--- src/rtl/wrp_ram.sv ---
`default_nettype none
module wrp_ram #(
    parameter int WIDTH = 8,
    parameter int DEPTH = 16
) (
    input  wire logic                     clk,
    input  wire logic                     we,
    input  wire logic [$clog2(DEPTH)-1:0] waddr,
    input  wire logic [WIDTH-1:0]         wdata,
    input  wire logic [$clog2(DEPTH)-1:0] raddr,
    output logic      [WIDTH-1:0]         rdata
);

    logic [WIDTH-1:0] mem [DEPTH];

    // one write port, registered read port
    always_ff @(posedge clk)
    begin
        if (we)
        begin
            mem[waddr] <= wdata;
        end
        rdata <= mem[raddr];
    end

endmodule
`default_nettype wire

--- config.mk ---
export PLATFORM = sky130hd
export DESIGN_NAME = wrp_ram
export DESIGN_NICKNAME = d
export VERILOG_FILES = /design/src/rtl/wrp_ram.sv
export SDC_FILE = /design/constraint.sdc
export NUM_CORES = 1
export LEC_CHECK = 0
export ABC_AREA = 1
export BUFFER_PORTS_ARGS = -buffer_cell sky130_fd_sc_hd__buf_2
export CAP_MARGIN = 25
export CELL_PAD_IN_SITES_DETAIL_PLACEMENT = 1
export CELL_PAD_IN_SITES_GLOBAL_PLACEMENT = 1
export CORE_ASPECT_RATIO = 0.6
export CORE_UTILIZATION = 49
export DETAILED_ROUTE_END_ITERATION = 16
export PLACE_DENSITY = 0.87
export RECOVER_POWER = 100
export SYNTH_ARGS = -nofsm -noshare
export SYNTH_HDL_FRONTEND = slang
export SYNTH_SLANG_ARGS = --single-unit
--- constraint.sdc ---
create_clock -name clk -period 1.2 [get_ports clk]
set_clock_uncertainty 0.1 [all_clocks]
set_input_delay 0 -clock clk [delete_from_list [all_inputs] [get_ports clk]]
set_output_delay 0 -clock clk [all_outputs]
set_load 0.02 [all_outputs]
# == Yosys cells after proc, flatten, opt, wreduce, memory -nomap -nowiden ==
# Memory sizes are Yosys's and may differ from the RTL's. A register that Yosys moved wholly into a read port is not among the register bits.
# Index checks and enable logic that the tools add are counted.
# classes
muxes,2
# ops
operator,count
1-bit two-way mux,2
# totals
ram_bits,128
register_bits,0
output_inout_bits,8
memories,1
word_cells,3
# mem_list
name,depth,width,read_ports,rd_ports_with_merged_regs,write_ports,line,text
mem,16,8,1,1,1,14,logic [WIDTH-1:0] mem [DEPTH];

# == Depth between registers and ports, before layout ==
# depth
depth_word,2
mapped_depth,8

# == Worst setup path before layout ==
# OpenSTA, ideal clock, no wires.
# synth_timing
kind,in2reg
startpoint,input port waddr[2]
endpoint,"memory mem[10][0], enable pin"
n_path_buf,0
setup_time_ns,0.370
cell_stages,2
path_slack_ns,0.149
t_arrival_ns,0.581
required_ns,0.730
cell_sequence,nand3b_1 > nor2_1
# synth_rtl
element,line,text
from (decl),8,"input wire logic [$clog2(DEPTH)-1:0] waddr,"
to (decl),14,
# No word-level cell before the write port.

# == Worst setup path in the final report ==
# layout_timing
startpoint,input port wdata[2]
endpoint,"memory mem[7][2], data pin"
# layout_rtl
element,line,text
from (decl),9,"input wire logic [WIDTH-1:0] wdata,"
# No word-level cell before the write port.

==> flow_summary.toml <==
[status]
outcome = "complete, no violations"

[floorplan]
core_um2 = 11400
initial_core_util_pct = 50.7
die_h_um = 86.0
ios = 26
rows = 30
fp.dieArea_um2 = 12200
fp.dieW_um = 142

[timing]
setup_ws_ns = 0.0460
fin_crit_ns = 1.15
relSlewSlack_pct = 45.0
holdWs_ns = 0.0278
drv_slew = 0
setup_violations = 0
post-route-period-util_pct = 96.2
rsz0062_at_grt = "false"
fmax_ghz = 0.867
hold_violations = 0
setup_tns_ns = 0
tightest_slew_ns = 0.825

[critical_path]
crit_family = "buffers and inverters"
reg2reg_depth = 6
worst-path-stages = 2
cpMaxStageDelayCell = "clkbuf_1"
path_cells = "dlygate4sd3_1, clkbuf_1"
crit_arrival_ns = 1.16
crit_required_ns = 1.21
cp_max_fo = 16
path_buf_inv = 2
critPathMaxStageDelay_ns = 0.62
startpoint_type = "input pin"
criticalPathCategory = "in -> reg"
cp-end-kind = "flop"

[clocking]
clkSinkCount = 136
cts.clk_slew.worst_paths_ns = 0.06
h-tree-depth = 4
insertion_delay_ns = 0.42
cts_tree = "done"
clockBufferDepth = 2
numCtsBuffers = 17
clock-root-buffer = "clkbuf_16"
post-cts-setup-buffers = 0

[placement]
gp_congestion = 0.798
dpl.hpwl_um = 10500
placed_area_um2 = 6200
io_buffer_count = 25
dp_slack_ns = 0.00181

[detailed_routing]
vias = 4073
viasPerCell = 5.20
drc = 0
routed_wl_um = 16700
first_iter_violations = 336
postRouteAntennaNets = 0
wl_per_cell_um = 21.3
drt_pass1_iterations = 4

[layout]
layout_common_cells = "173 x nand2_1, 128 x edfxtp_1, 100 x inv_1"
synthToLayoutAreaGrowth_pct = 18.8
final_area_um2 = 6850
n_antenna_cell = 0
layout-drive-gt1-share_pct = 11.6
layout.nets = 628
layout_commonest_cell = "nand2_1"

[global_routing]
grt_first_pass_wirelength_um = 25700
grt_max_degree = 46
antenna_found_initial = 1
track_usage_pct = 29.9
grt_overflow = 0
grt_pass1_vias = 4472

[min_path]
hp-class = "in -> reg"
min_path_cells = 5

[synth]
synth_area_leaders = "edfxtp_1 67%, nand2_1 11%, nand3_1 8.4%"
syn_avg_cell_area_um2 = 10.5
syn_nets = 569
ys_seq_area_share_pct = 69.4
synth_top_cell_area_share_pct = 66.7
synth_top_cell_by_area = "edfxtp_1"
synth_area_um2 = 5770
syn_inst = 551
ys_ff_latch = 136
synth_cell_type_count = 12
ys_warn_count = 0

[power]
power_mw = 11.4
p_per_area_nw_per_um2 = 1660
power_leakage_nw = 2.94
ir_drop_uv = 1040

[run]
drv_cap = 0
-- cell families (layout without fill, tap and decap cells) --
logic type	count (synthesis)	in the layout	synth area share, %
flip-flops	136	136	69.4
AND/OR/NAND/NOR	289	289	21.0
buffers and inverters	126	198	9.52
-- cell usage after synthesis --
library cell	n
buf_6	6
nand3b_1	2
inv_1	100
buf_1	1
buf_2	13
inv_2	2
nor2_1	17
nand2_1	173
buf_4	4
nand3_1	97
edfxtp_1	128
dfxtp_1	8
-- routing by layer --
| metal | vias up | global-route usage (%) | wire [um] | share of wire, % |
|---|---|---|---|---|
| met5 | - | 0 | 9 | 0.054 |
| met4 | 2 | 7.14 | 193 | 1.2 |
| met3 | 19 | 8.60 | 1150 | 6.9 |
| met2 | 127 | 49.1 | 8140 | 49 |
| met1 | 2034 | 39.5 | 7180 | 43 |
| li1 | 1891 | - | - | - |
-- flip-flops by register name, indices dropped and copies added, names as in the netlist --
signal  flops
mem       128
rdata       8
-- power breakdown --
group | switching, mW | internal (mW)
Sequential | 0.0447 | 5.31
Combinational | 0.542 | 0.230
Clock | 2.02 | 3.25
Total | 2.61 | 8.79
-- through the flow --
stage	util, %	std cells
after floorplan	-	551
after global placement	54.5	742
after detailed placement	54.5	742
after CTS	60.6	783
after global routing	60.2	783
final	60.2	783
-- timing repair --
item	CTS	global route
setup endpoints to repair	2	2
pin swaps	0	1
hold endpoints to repair	136	0
gates resized for setup	2	5
hold buffers	9	0
-- area by class of cell --
type / count / area (um^2)
inverter: 102 / 383
clock inverter: 13 / 156
multi-input combinational: 289 / 1250
fill: 1240 / 4520
clock buffer: 19 / 433
tap: 160 / 200
sequential: 136 / 4000
timing repair buffer: 64 / 424
-- path summary, 6_finish.rpt --
kind	start	endpoint	slack [ns]
worst max-delay path	wdata[2]	mem[7][2]	0.05
worst min-delay path	raddr[2]	rdata[7]	0.03
worst max register to register	mem[1][6]	rdata[6]	0.07
worst min register to register	mem[13][1]	rdata[1]	0.59
No activity file was read; power rests on OpenSTA's default activity.
